<file path="src/rtl/point_to_polygon_edge_distance_macros.svh">
// ----------------------------------------------------------------------------
// Assertion macros for the polygon edge distance block
// Implication checks on the block clock, with reset disabling the check.
// ----------------------------------------------------------------------------
`ifndef POINT_TO_POLYGON_EDGE_DISTANCE_MACROS_SVH
`define POINT_TO_POLYGON_EDGE_DISTANCE_MACROS_SVH

`ifndef SYNTH
`define PPD_ASSERT_IMP(name, clk_s, rstn_s, ante, cons) \
	name: assert property (@(posedge clk_s) disable iff (!rstn_s) (ante) |-> (cons)) \
		else $error("same-cycle check failed");
`define PPD_ASSERT_NEXT(name, clk_s, rstn_s, ante, cons) \
	name: assert property (@(posedge clk_s) disable iff (!rstn_s) (ante) |=> (cons)) \
		else $error("next-cycle check failed");
`else
`define PPD_ASSERT_IMP(name, clk_s, rstn_s, ante, cons)
`define PPD_ASSERT_NEXT(name, clk_s, rstn_s, ante, cons)
`endif

`endif

</file>
<file path="src/rtl/ppd_pkg.sv">
// ----------------------------------------------------------------------------
// ppd_pkg
// Shared types and fixed constants of the polygon edge distance block.
// ----------------------------------------------------------------------------
package ppd_pkg;

	localparam int BEST_W = 64;
	localparam int DIST_W = 32;

	localparam logic CMD_QUERY  = 1'b0;
	localparam logic CMD_VERTEX = 1'b1;

	typedef enum logic [2:0] {
		ST_IDLE,
		ST_SETUP,
		ST_MUL,
		ST_ACC,
		ST_DECIDE,
		ST_DIV,
		ST_MIN,
		ST_SQRT
	} state_t;

	typedef enum logic [3:0] {
		OP_LEN0,
		OP_LEN1,
		OP_DT0,
		OP_DT1,
		OP_AP0,
		OP_AP1,
		OP_BP0,
		OP_BP1,
		OP_CR0,
		OP_CR1,
		OP_SQ_HH,
		OP_SQ_HL,
		OP_SQ_LL
	} op_t;

	typedef enum logic [1:0] {
		SH_NONE,
		SH_MID,
		SH_HIGH
	} shift_t;

	typedef struct packed {
		logic   clr;
		logic   sub;
		shift_t shift;
	} mac_ctl_t;

endpackage

</file>
<file path="src/rtl/ppd_if.sv">
// ----------------------------------------------------------------------------
// ppd_if
// Valid/ready channels for vertex requests and distance results.
// ----------------------------------------------------------------------------
interface ppd_in_if #(
	parameter int COORD_BITS = 21
) ();
	logic                         valid;
	logic                         ready;
	logic                         command;
	logic signed [COORD_BITS-1:0] coord_x;
	logic signed [COORD_BITS-1:0] coord_y;
	logic                         is_last;

	modport source (output valid, command, coord_x, coord_y, is_last, input ready);
	modport sink (input valid, command, coord_x, coord_y, is_last, output ready);
endinterface

interface ppd_out_if
	import ppd_pkg::*;
();
	logic              valid;
	logic              ready;
	logic [DIST_W-1:0] distance;

	modport source (output valid, distance, input ready);
	modport sink (input valid, distance, output ready);
endinterface

</file>
<file path="src/rtl/ppd_mul.sv">
// ----------------------------------------------------------------------------
// ppd_mul
// Shared signed multiplier with a registered product.
// ----------------------------------------------------------------------------
module ppd_mul #(
	parameter int W = 23
) (
	input  logic                  clk,
	input  logic signed [W-1:0]   a,
	input  logic signed [W-1:0]   b,
	output logic signed [2*W-1:0] p
);

	always_ff @(posedge clk) begin
		p <= a * b;
	end

endmodule

</file>
<file path="src/rtl/ppd_div.sv">
// ----------------------------------------------------------------------------
// ppd_div
// Restoring divider, one quotient bit a cycle: floor(num * 4^FRAC_BITS / den)
// saturated to 64 bits.
// ----------------------------------------------------------------------------
module ppd_div
	import ppd_pkg::*;
#(
	parameter int COORD_BITS = 21,
	parameter int FRAC_BITS  = 10
) (
	input  logic                            clk,
	input  logic                            arst_n,
	input  logic                            start,
	input  logic [4*COORD_BITS+1:0]         num,
	input  logic [2*COORD_BITS:0]           den,
	output logic                            busy,
	output logic [BEST_W-1:0]               quot
);

	localparam int LEN_W = 2 * COORD_BITS + 1;
	localparam int NUM_W = 4 * COORD_BITS + 2;
	localparam int QB    = LEN_W + 2 * FRAC_BITS;
	localparam int WB    = QB + BEST_W;
	localparam int CNT_W = $clog2(QB + 1);

	logic [LEN_W-1:0] rem_q;
	logic [LEN_W-1:0] den_q;
	logic [QB-1:0]    bits_q;
	logic [QB-1:0]    quo_q;
	logic [CNT_W-1:0] cnt_q;
	logic             busy_q;

	logic [LEN_W:0]   trial;
	logic [LEN_W:0]   diff;
	logic             fits;
	logic [WB-1:0]    quo_wide;

	assign trial    = {rem_q, bits_q[QB-1]};
	assign fits     = trial >= {1'b0, den_q};
	assign diff     = trial - {1'b0, den_q};
	assign quo_wide = WB'(quo_q);
	assign quot     = (|quo_wide[WB-1:BEST_W]) ? '1 : quo_wide[BEST_W-1:0];
	assign busy     = busy_q;

	always_ff @(posedge clk or negedge arst_n) begin
		if (!arst_n) begin
			busy_q <= 1'b0;
			cnt_q  <= '0;
		end else if (start) begin
			busy_q <= 1'b1;
			cnt_q  <= CNT_W'(QB);
		end else if (busy_q) begin
			cnt_q <= cnt_q - 1'b1;
			if (cnt_q == CNT_W'(1))
				busy_q <= 1'b0;
		end
	end

	always_ff @(posedge clk) begin
		if (start) begin
			rem_q  <= num[NUM_W-1:LEN_W];
			bits_q <= {num[LEN_W-1:0], {(2*FRAC_BITS){1'b0}}};
			den_q  <= den;
			quo_q  <= '0;
		end else if (busy_q) begin
			rem_q  <= fits ? diff[LEN_W-1:0] : trial[LEN_W-1:0];
			bits_q <= bits_q << 1;
			quo_q  <= {quo_q[QB-2:0], fits};
		end
	end

endmodule

</file>
<file path="src/rtl/ppd_sqrt.sv">
// ----------------------------------------------------------------------------
// ppd_sqrt
// Digit-by-digit integer square root, one result bit a cycle.
// ----------------------------------------------------------------------------
module ppd_sqrt
	import ppd_pkg::*;
(
	input  logic              clk,
	input  logic              arst_n,
	input  logic              start,
	input  logic [BEST_W-1:0] radicand,
	output logic              busy,
	output logic [DIST_W-1:0] root
);

	localparam int CNT_W = $clog2(DIST_W + 1);

	logic [BEST_W-1:0] rad_q;
	logic [DIST_W:0]   rem_q;
	logic [DIST_W-1:0] root_q;
	logic [CNT_W-1:0]  cnt_q;
	logic              busy_q;

	logic [DIST_W+1:0] rem_sh;
	logic [DIST_W+1:0] trial;
	logic [DIST_W+1:0] diff;
	logic              fits;

	assign rem_sh = {rem_q[DIST_W-1:0], rad_q[BEST_W-1 -: 2]};
	assign trial  = {root_q, 2'b01};
	assign fits   = rem_sh >= trial;
	assign diff   = rem_sh - trial;
	assign busy   = busy_q;
	assign root   = root_q;

	always_ff @(posedge clk or negedge arst_n) begin
		if (!arst_n) begin
			busy_q <= 1'b0;
			cnt_q  <= '0;
		end else if (start) begin
			busy_q <= 1'b1;
			cnt_q  <= CNT_W'(DIST_W);
		end else if (busy_q) begin
			cnt_q <= cnt_q - 1'b1;
			if (cnt_q == CNT_W'(1))
				busy_q <= 1'b0;
		end
	end

	always_ff @(posedge clk) begin
		if (start) begin
			rad_q  <= radicand;
			rem_q  <= '0;
			root_q <= '0;
		end else if (busy_q) begin
			rad_q  <= rad_q << 2;
			rem_q  <= fits ? diff[DIST_W:0] : rem_sh[DIST_W:0];
			root_q <= {root_q[DIST_W-2:0], fits};
		end
	end

endmodule

</file>
<file path="src/rtl/point_to_polygon_edge_distance.sv">
// ----------------------------------------------------------------------------
// point_to_polygon_edge_distance
// Distance from a query point to the boundary of a closed polygon.
// ----------------------------------------------------------------------------
// req carries one request a cycle at most: command 0 sets the query point and
// drops any partial polygon; command 1 delivers the next vertex, and is_last
// closes the polygon back to its first vertex. rsp carries one Q22.10 (by
// default) distance per closed polygon: floor of the true distance.
// A query request or a first vertex only updates registers. Each segment is
// worked on a shared multiplier under a small sequencer, which also runs the
// one-bit-a-cycle divider when the nearest point lies inside the segment
// rather than at a segment end. The last vertex runs two segments, then the
// square root. req.ready is high only while the sequencer is idle.
// The result sits in an output register; the next request is taken while it
// waits, and a following result waits in the root stage until rsp takes it.
// Reset clears the query point to the origin, empties the polygon and sets
// the running minimum to all ones.
// ----------------------------------------------------------------------------
`include "point_to_polygon_edge_distance_macros.svh"

module point_to_polygon_edge_distance
	import ppd_pkg::*;
#(
	parameter int COORD_BITS = 21,
	parameter int FRAC_BITS  = 10
) (
	input  logic      clk,
	input  logic      arst_n,
	ppd_in_if.sink    req,
	ppd_out_if.source rsp
);

	localparam int DW    = COORD_BITS + 1;
	localparam int MW    = COORD_BITS + 2;
	localparam int PW    = 2 * MW;
	localparam int H     = COORD_BITS + 1;
	localparam int CW    = 2 * COORD_BITS + 1;
	localparam int LEN_W = 2 * COORD_BITS + 1;
	localparam int DT_W  = 2 * COORD_BITS + 2;
	localparam int NUM_W = 4 * COORD_BITS + 2;
	localparam int ACC_W = 4 * COORD_BITS + 3;
	localparam int QB    = LEN_W + 2 * FRAC_BITS;
	localparam int WB    = QB + BEST_W;

	state_t state_q, state_d;
	op_t    op_q, op_d;

	logic signed [COORD_BITS-1:0] query_x_q, query_y_q;
	logic signed [COORD_BITS-1:0] first_x_q, first_y_q;
	logic signed [COORD_BITS-1:0] prev_x_q, prev_y_q;
	logic signed [COORD_BITS-1:0] a_x_q, a_y_q, b_x_q, b_y_q;
	logic                         have_q, close_q, emit_q;
	logic [BEST_W-1:0]            best_q, cand_q;
	logic                         out_valid_q;
	logic [DIST_W-1:0]            dist_q;

	logic signed [DW-1:0]    abx_q, aby_q, apx_q, apy_q, bpx_q, bpy_q;
	logic signed [ACC_W-1:0] acc_q;
	logic [LEN_W-1:0]        len_q;
	logic signed [DT_W-1:0]  dt_q;
	logic [CW-1:0]           c_q;

	logic                    in_fire;
	mac_ctl_t                ctl;
	logic signed [MW-1:0]    mul_a, mul_b;
	logic signed [PW-1:0]    mul_p;
	logic signed [ACC_W-1:0] prod_ext, term, base, acc_next, acc_mag;
	logic [QB-1:0]           sq_scaled;
	logic [WB-1:0]           sq_wide;
	logic [BEST_W-1:0]       cand_end;
	logic [BEST_W-1:0]       best_min;
	logic                    dt_le0, dt_ge_len;
	logic                    div_start, div_busy;
	logic [BEST_W-1:0]       div_quot;
	logic                    sqrt_start, sqrt_busy;
	logic [DIST_W-1:0]       sqrt_root;
	logic                    out_load;

	assign in_fire      = req.valid && req.ready;
	assign req.ready    = (state_q == ST_IDLE);
	assign rsp.valid    = out_valid_q;
	assign rsp.distance = dist_q;

	// Operand select and accumulate control per step
	always_comb begin
		ctl   = '{clr: 1'b1, sub: 1'b0, shift: SH_NONE};
		mul_a = MW'(abx_q);
		mul_b = MW'(abx_q);
		unique case (op_q)
			OP_LEN0: begin
				mul_a = MW'(abx_q);
				mul_b = MW'(abx_q);
			end
			OP_LEN1: begin
				ctl.clr = 1'b0;
				mul_a   = MW'(aby_q);
				mul_b   = MW'(aby_q);
			end
			OP_DT0: begin
				mul_a = MW'(apx_q);
				mul_b = MW'(abx_q);
			end
			OP_DT1: begin
				ctl.clr = 1'b0;
				mul_a   = MW'(apy_q);
				mul_b   = MW'(aby_q);
			end
			OP_AP0: begin
				mul_a = MW'(apx_q);
				mul_b = MW'(apx_q);
			end
			OP_AP1: begin
				ctl.clr = 1'b0;
				mul_a   = MW'(apy_q);
				mul_b   = MW'(apy_q);
			end
			OP_BP0: begin
				mul_a = MW'(bpx_q);
				mul_b = MW'(bpx_q);
			end
			OP_BP1: begin
				ctl.clr = 1'b0;
				mul_a   = MW'(bpy_q);
				mul_b   = MW'(bpy_q);
			end
			OP_CR0: begin
				mul_a = MW'(abx_q);
				mul_b = MW'(apy_q);
			end
			OP_CR1: begin
				ctl.clr = 1'b0;
				ctl.sub = 1'b1;
				mul_a   = MW'(aby_q);
				mul_b   = MW'(apx_q);
			end
			OP_SQ_HH: begin
				ctl.shift = SH_HIGH;
				mul_a     = MW'(c_q[CW-1:H]);
				mul_b     = MW'(c_q[CW-1:H]);
			end
			OP_SQ_HL: begin
				ctl.clr   = 1'b0;
				ctl.shift = SH_MID;
				mul_a     = MW'(c_q[CW-1:H]);
				mul_b     = MW'(c_q[H-1:0]);
			end
			OP_SQ_LL: begin
				ctl.clr = 1'b0;
				mul_a   = MW'(c_q[H-1:0]);
				mul_b   = MW'(c_q[H-1:0]);
			end
			default: begin
				ctl = '{clr: 1'b1, sub: 1'b0, shift: SH_NONE};
			end
		endcase
	end

	ppd_mul #(
		.W (MW)
	) u_mul (
		.clk (clk),
		.a   (mul_a),
		.b   (mul_b),
		.p   (mul_p)
	);

	always_comb begin
		prod_ext = ACC_W'(mul_p);
		unique case (ctl.shift)
			SH_NONE: term = prod_ext;
			SH_MID:  term = prod_ext <<< (H + 1);
			SH_HIGH: term = prod_ext <<< (2 * H);
			default: term = prod_ext;
		endcase
		base     = ctl.clr ? '0 : acc_q;
		acc_next = ctl.sub ? (base - term) : (base + term);
		acc_mag  = acc_next[ACC_W-1] ? -acc_next : acc_next;
	end

	assign sq_scaled = {acc_next[LEN_W-1:0], {(2*FRAC_BITS){1'b0}}};
	assign sq_wide   = WB'(sq_scaled);
	assign cand_end  = (|sq_wide[WB-1:BEST_W]) ? '1 : sq_wide[BEST_W-1:0];
	assign best_min  = (cand_q < best_q) ? cand_q : best_q;
	assign dt_le0    = dt_q[DT_W-1] || (dt_q == '0);
	assign dt_ge_len = dt_q[LEN_W-1:0] >= len_q;

	ppd_div #(
		.COORD_BITS (COORD_BITS),
		.FRAC_BITS  (FRAC_BITS)
	) u_div (
		.clk    (clk),
		.arst_n (arst_n),
		.start  (div_start),
		.num    (acc_next[NUM_W-1:0]),
		.den    (len_q),
		.busy   (div_busy),
		.quot   (div_quot)
	);

	ppd_sqrt u_sqrt (
		.clk      (clk),
		.arst_n   (arst_n),
		.start    (sqrt_start),
		.radicand (best_min),
		.busy     (sqrt_busy),
		.root     (sqrt_root)
	);

	always_comb begin
		state_d    = state_q;
		op_d       = op_q;
		div_start  = 1'b0;
		sqrt_start = 1'b0;
		out_load   = 1'b0;
		unique case (state_q)
			ST_IDLE: begin
				if (in_fire && req.command == CMD_VERTEX && (have_q || req.is_last))
					state_d = ST_SETUP;
			end
			ST_SETUP: begin
				op_d    = OP_LEN0;
				state_d = ST_MUL;
			end
			ST_MUL: begin
				state_d = ST_ACC;
			end
			ST_ACC: begin
				state_d = ST_MUL;
				unique case (op_q)
					OP_LEN0:  op_d = OP_LEN1;
					OP_LEN1:  op_d = OP_DT0;
					OP_DT0:   op_d = OP_DT1;
					OP_DT1:   state_d = ST_DECIDE;
					OP_AP0:   op_d = OP_AP1;
					OP_AP1:   state_d = ST_MIN;
					OP_BP0:   op_d = OP_BP1;
					OP_BP1:   state_d = ST_MIN;
					OP_CR0:   op_d = OP_CR1;
					OP_CR1:   op_d = OP_SQ_HH;
					OP_SQ_HH: op_d = OP_SQ_HL;
					OP_SQ_HL: op_d = OP_SQ_LL;
					OP_SQ_LL: begin
						div_start = 1'b1;
						state_d   = ST_DIV;
					end
					default:  state_d = ST_IDLE;
				endcase
			end
			ST_DECIDE: begin
				state_d = ST_MUL;
				priority if (len_q == '0 || dt_le0)
					op_d = OP_AP0;
				else if (dt_ge_len)
					op_d = OP_BP0;
				else
					op_d = OP_CR0;
			end
			ST_DIV: begin
				if (!div_busy)
					state_d = ST_MIN;
			end
			ST_MIN: begin
				priority if (close_q) begin
					state_d = ST_SETUP;
				end else if (emit_q) begin
					sqrt_start = 1'b1;
					state_d    = ST_SQRT;
				end else begin
					state_d = ST_IDLE;
				end
			end
			ST_SQRT: begin
				if (!sqrt_busy && (!out_valid_q || rsp.ready)) begin
					out_load = 1'b1;
					state_d  = ST_IDLE;
				end
			end
		endcase
	end

	always_ff @(posedge clk or negedge arst_n) begin
		if (!arst_n) begin
			state_q     <= ST_IDLE;
			op_q        <= OP_LEN0;
			query_x_q   <= '0;
			query_y_q   <= '0;
			first_x_q   <= '0;
			first_y_q   <= '0;
			prev_x_q    <= '0;
			prev_y_q    <= '0;
			have_q      <= 1'b0;
			close_q     <= 1'b0;
			emit_q      <= 1'b0;
			best_q      <= '1;
			out_valid_q <= 1'b0;
		end else begin
			state_q <= state_d;
			op_q    <= op_d;
			if (in_fire) begin
				if (req.command == CMD_QUERY) begin
					query_x_q <= req.coord_x;
					query_y_q <= req.coord_y;
					have_q    <= 1'b0;
					best_q    <= '1;
				end else begin
					prev_x_q <= req.coord_x;
					prev_y_q <= req.coord_y;
					have_q   <= 1'b1;
					emit_q   <= req.is_last;
					close_q  <= have_q && req.is_last;
					if (!have_q) begin
						first_x_q <= req.coord_x;
						first_y_q <= req.coord_y;
					end
				end
			end
			if (state_q == ST_MIN) begin
				close_q <= 1'b0;
				if (sqrt_start) begin
					best_q <= '1;
					have_q <= 1'b0;
				end else begin
					best_q <= best_min;
				end
			end
			if (out_load)
				out_valid_q <= 1'b1;
			else if (rsp.ready)
				out_valid_q <= 1'b0;
		end
	end

	always_ff @(posedge clk) begin
		if (in_fire && req.command == CMD_VERTEX) begin
			a_x_q <= have_q ? prev_x_q : req.coord_x;
			a_y_q <= have_q ? prev_y_q : req.coord_y;
			b_x_q <= req.coord_x;
			b_y_q <= req.coord_y;
		end
		if (state_q == ST_MIN && close_q) begin
			a_x_q <= b_x_q;
			a_y_q <= b_y_q;
			b_x_q <= first_x_q;
			b_y_q <= first_y_q;
		end
		if (state_q == ST_SETUP) begin
			abx_q <= DW'(b_x_q) - DW'(a_x_q);
			aby_q <= DW'(b_y_q) - DW'(a_y_q);
			apx_q <= DW'(query_x_q) - DW'(a_x_q);
			apy_q <= DW'(query_y_q) - DW'(a_y_q);
			bpx_q <= DW'(query_x_q) - DW'(b_x_q);
			bpy_q <= DW'(query_y_q) - DW'(b_y_q);
		end
		if (state_q == ST_ACC) begin
			acc_q <= acc_next;
			if (op_q == OP_LEN1)
				len_q <= acc_next[LEN_W-1:0];
			if (op_q == OP_DT1)
				dt_q <= acc_next[DT_W-1:0];
			if (op_q == OP_AP1 || op_q == OP_BP1)
				cand_q <= cand_end;
			if (op_q == OP_CR1)
				c_q <= acc_mag[CW-1:0];
		end
		if (state_q == ST_DIV && !div_busy)
			cand_q <= div_quot;
		if (out_load)
			dist_q <= sqrt_root;
	end

	`PPD_ASSERT_IMP(a_div_owned, clk, arst_n, div_busy, state_q == ST_DIV)
	`PPD_ASSERT_IMP(a_sqrt_owned, clk, arst_n, sqrt_busy, state_q == ST_SQRT)
	`PPD_ASSERT_NEXT(a_query_clears, clk, arst_n, in_fire && req.command == CMD_QUERY, best_q == '1 && !have_q)

endmodule
</file>
<file path="src/flat_wrapper.sv">
// flat-port wrapper written by rule: the top's interface ports become plain ports
module point_to_polygon_edge_distance_flat import ppd_pkg::*;
#(
	parameter int COORD_BITS = 21,
	parameter int FRAC_BITS  = 10
)
  (clk, arst_n, req_valid, req_command, req_coord_x, req_coord_y, req_is_last, req_ready, rsp_valid, rsp_distance, rsp_ready);
  ppd_in_if #(.COORD_BITS(COORD_BITS)) req_i ();
  ppd_out_if rsp_i ();
  input  logic clk;
  input  logic arst_n;
  input wire logic [$bits(req_i.valid)-1:0] req_valid;
  input wire logic [$bits(req_i.command)-1:0] req_command;
  input wire logic [$bits(req_i.coord_x)-1:0] req_coord_x;
  input wire logic [$bits(req_i.coord_y)-1:0] req_coord_y;
  input wire logic [$bits(req_i.is_last)-1:0] req_is_last;
  output wire logic [$bits(req_i.ready)-1:0] req_ready;
  output wire logic [$bits(rsp_i.valid)-1:0] rsp_valid;
  output wire logic [$bits(rsp_i.distance)-1:0] rsp_distance;
  input wire logic [$bits(rsp_i.ready)-1:0] rsp_ready;
  assign req_i.valid = req_valid;
  assign req_i.command = req_command;
  assign req_i.coord_x = req_coord_x;
  assign req_i.coord_y = req_coord_y;
  assign req_i.is_last = req_is_last;
  assign req_ready = req_i.ready;
  assign rsp_valid = rsp_i.valid;
  assign rsp_distance = rsp_i.distance;
  assign rsp_i.ready = rsp_ready;
  point_to_polygon_edge_distance #(.COORD_BITS(COORD_BITS), .FRAC_BITS(FRAC_BITS)) u_core (.clk(clk), .arst_n(arst_n), .req(req_i), .rsp(rsp_i));
endmodule
</file>
<file path="config.mk">
export PLATFORM = sky130hd
export DESIGN_NAME = point_to_polygon_edge_distance_flat
export DESIGN_NICKNAME = d
export VERILOG_FILES = /design/src/rtl/ppd_pkg.sv /design/src/rtl/ppd_if.sv /design/src/rtl/ppd_mul.sv /design/src/rtl/ppd_div.sv /design/src/rtl/ppd_sqrt.sv /design/src/rtl/point_to_polygon_edge_distance.sv /design/src/flat_wrapper.sv
export VERILOG_INCLUDE_DIRS = /design/src /design/src/rtl
export SDC_FILE = /design/constraint.sdc
export NUM_CORES = 2
export LEC_CHECK = 0
export ABC_AREA = 1
export BUFFER_PORTS_ARGS = -buffer_cell sky130_fd_sc_hd__buf_2
export CAP_MARGIN = 20
export CELL_PAD_IN_SITES_DETAIL_PLACEMENT = 0
export CELL_PAD_IN_SITES_GLOBAL_PLACEMENT = 1
export CORE_ASPECT_RATIO = 2
export CORE_MARGIN = 2
export CORE_UTILIZATION = 49
export CTS_CLUSTER_SIZE = 30
export DETAILED_ROUTE_END_ITERATION = 8
export PLACE_DENSITY_LB_ADDON = 0.1
export SLEW_MARGIN = 20
export SYNTH_ARGS = -nofsm -noshare
export SYNTH_HDL_FRONTEND = slang
export SYNTH_HIERARCHICAL = 1
export SYNTH_SLANG_ARGS = --single-unit
export TNS_END_PERCENT = 5
</file>
<file path="constraint.sdc">
create_clock -name clk -period 13.7 [get_ports clk]
set_clock_uncertainty 0.2 [all_clocks]
set_input_delay 2.74 -clock clk [delete_from_list [all_inputs] [get_ports clk]]
set_output_delay 2.74 -clock clk [all_outputs]
set_load 0.01 [all_outputs]
</file>
==> metrics.cfg <==
[placement]
place_congestion=1.05
io_buffers=81
dp_hpwl_um=261000

[yosys]
ys_seq_area_share_pct=33.3
synth_top_family_by_area=simple AND/OR/NAND/NOR gates
synthArstFlopShare_pct=19.4
ys_types=70
yosysMostFrequentCell=nand2_1
syn_inst=12000
synthMuxAreaShare_pct=0.465
yosysTopAreaCell=edfxtp_1
syn_area_mm2=0.0920
ys_seq_elements=1110
synthTopCellsByCount=3,520 x nand2_1, 2,516 x inv_1, 778 x nor2_1
yosys.area_share.simple_pct=23.0
synth_compound_area_share_pct=8.48
synth_edf_count=722
ys_top_cells_by_area=edfxtp_1 24%, nand2_1 14%, fa_1 12%
ys.warnings.count=6
synth-adder-area-share_pct=19.7
syn-num-nets=13200
synth_ff_type=edfxtp_1
syn_area_per_cell_um2=7.66
synth_top_area_share_pct=23.6
yosys.area_share.xor_xnor_pct=3.15

[setup_path]
crit_type=reg2reg
required_ns=14.15
end_kind=register
cpMaxStageDelayCell=fa_1
slowest_delay_ns=0.80
r2r_slack_ns=2.93
reg2regPathDepth=35
reg2reg_to=u_core/u_mul/p[45]
reg2reg_from=u_core/op_q[2]
crit_top_cell=nand2_1
crit_fanout=23
worstPathArrival_ns=11.22
start_kind=register

[sta]
tns_ns=0
finalHoldViolations=0
fin_crit_sh_pct=78.6
fmax_mhz=92.8
grt_setup_unrepaired=no
worstMarginPinSlew_ns=1.10
drv_slew=0
min_period_ns=10.77
setup_violations=0
maxSlewHeadroom_pct=26.9
holdWs_ns=0.232

[clock_tree]
path_clk_slew_ns=0.07
clkSinkCount=1110
ctsLongestPathBuffers=3
cts-buffers-inserted=105
htreeDepth=3
post_cts_buffers=0
hold_buffers=0
cts_tree=done
post_cts_resized=0
insertion_delay_ns=0.80
cts-root-buf=clkbuf_16

[global_routing]
grt_usage_pct=34.2
antenna_found_initial=11
overflow=0
first_global_vias=82000
grt_start_max_net_pins=97
grt_first_pass_wirelength_um=487000

[drt]
vias=78800
drtAntennaViolNets=0
wl_per_cell_um=22.4
drt_pre_antenna_iters=6
drc=0
via_per_inst=5.41
drtIter0Drc=5244
routed_wl_um=326000

[worst_hold_path]
hold_class=reg2reg
hold_depth=0
min_from=u_core/u_sqrt/root[20]
hold_end=u_core/rsp.distance[20]

[die]
die_area_mm2=0.191
start_util_pct=49.3
ios=82
rows=224
die_width_um=310
dieHeight_um=617
core_mm2=0.186

[run_status]
outcome=finished clean

[cells_and_area]
drive_gt1_share_pct=5.10
nets=13100
final_core_util_pct=53.0
area_growth_pct=7.40

[flow_run]
drv_cap=0

==> cell usage in the layout (no fill, tap or decap), drive strengths merged, types with 6 or more instances in the layout <==
cell	count
a22oi	9
o22ai	201
ha	529
nor2	812
nand4	79
a22o	22
o21ai	433
buf	193
a21o	16
a21boi	15
bufinv	10
xnor2	127
a21oi	456
mux2	38
fa	573
dfxtp	173
clkbuf	125
xor2	204
o21a	9
o21bai	25
nand3b	45
a211oi	6
nor3b	7
nor3	88
a2111oi	20
nand3	564
a31oi	30
o211ai	78
inv	2546
clkinvlp	9
o31ai	17
or2	11
nor4	43
clkinv	43
nand2	3535
dfrtp	151
o221ai	7
edfxtp	722
dfstp	64
==> sequential cells by signal, indices dropped and copies added (netlist names), 22 cells and up <==
name	count
u_core/abx_q	22
u_core/aby_q	22
u_core/acc_q	87
u_core/apx_q	22
u_core/apy_q	22
u_core/best_q	64
u_core/bpx_q	22
u_core/bpy_q	22
u_core/c_q	43
u_core/cand_q	64
u_core/dt_q	44
u_core/len_q	43
u_core/rsp.distance	32
u_core/u_div/bits_q	43
u_core/u_div/den_q	43
u_core/u_div/quo_q	63
u_core/u_div/rem_q	43
u_core/u_mul/p	46
u_core/u_sqrt/rad_q	64
u_core/u_sqrt/rem_q	32
u_core/u_sqrt/root	32
==> worst max path at each step <==
stage	start	end	slack, ns
floorplan	u_core/state_q[0]	u_core/u_div/bits_q[20]	2.48
CTS	u_core/op_q[0]	u_core/u_mul/p[45]	2.86
detailed placement	u_core/op_q[2]	u_core/u_mul/p[45]	2.88
finish	u_core/op_q[2]	u_core/u_mul/p[45]	2.93
global route	u_core/op_q[0]	u_core/u_mul/p[45]	2.21
global placement	u_core/op_q[2]	u_core/u_mul/p[45]	3.01
==> per-layer routing <==
metal | vias up | track usage, % | share of wire (%) | wire length [µm]
met2 | 2430 | 63.2 | 52 | 170000
met5 | - | 0 | 0.026 | 86
li1 | 37500 | - | - | -
met3 | 1301 | 5.18 | 4.5 | 14700
met1 | 37500 | 31.3 | 32 | 103000
met4 | 12 | 32.1 | 12 | 38000
==> logic make-up (layout without fill, tap and decap cells) <==
group	after synthesis	in the layout
compound gates	1357	1357
other cells	1	6
flops	1110	1110
mux	38	38
xor+xnor	331	331
fa+ha+maj	1102	1102
simple gates	5197	5197
buf+inv	2877	2926
==> layout make-up <==
class	instances	area, µm²
Fill cell	18300	87600
Multi-Input combinational cell	8026	50500
Sequential cell	1110	30600
Inverter	2533	9520
Tap cell	2486	3110
Clock buffer	125	2830
Timing Repair Buffer	193	1270
Clock inverter	75	893
Antenna cell	5	12.5
==> critical path: cells and delay by family, from the launching register on <==
kind | cells | cell delay, ns
adder cells (fa/ha/maj) | 9 | 5.18
buffers and inverters | 9 | 1.91
flip-flops | 1 | 0.56
AND/OR/NAND/NOR | 16 | 2.57
AO/OA/AOI/OAI | 1 | 0.18
==> stage by stage <==
step | cells | cell area [µm²] | setup slack (ns)
6_report | 14600 | 98800 | 2.93
5_1_grt | 14600 | 98800 | 2.21
4_1_cts | 14500 | 98800 | 2.86
3_5_place_dp | 14300 | 95000 | 2.88
3_3_place_gp | 14300 | 95000 | 3.01
2_1_floorplan | 12000 | 92000 | 2.48
Power is not shown: default switching activity piles up to over one toggle a cycle in this logic, so the estimate is an artifact.
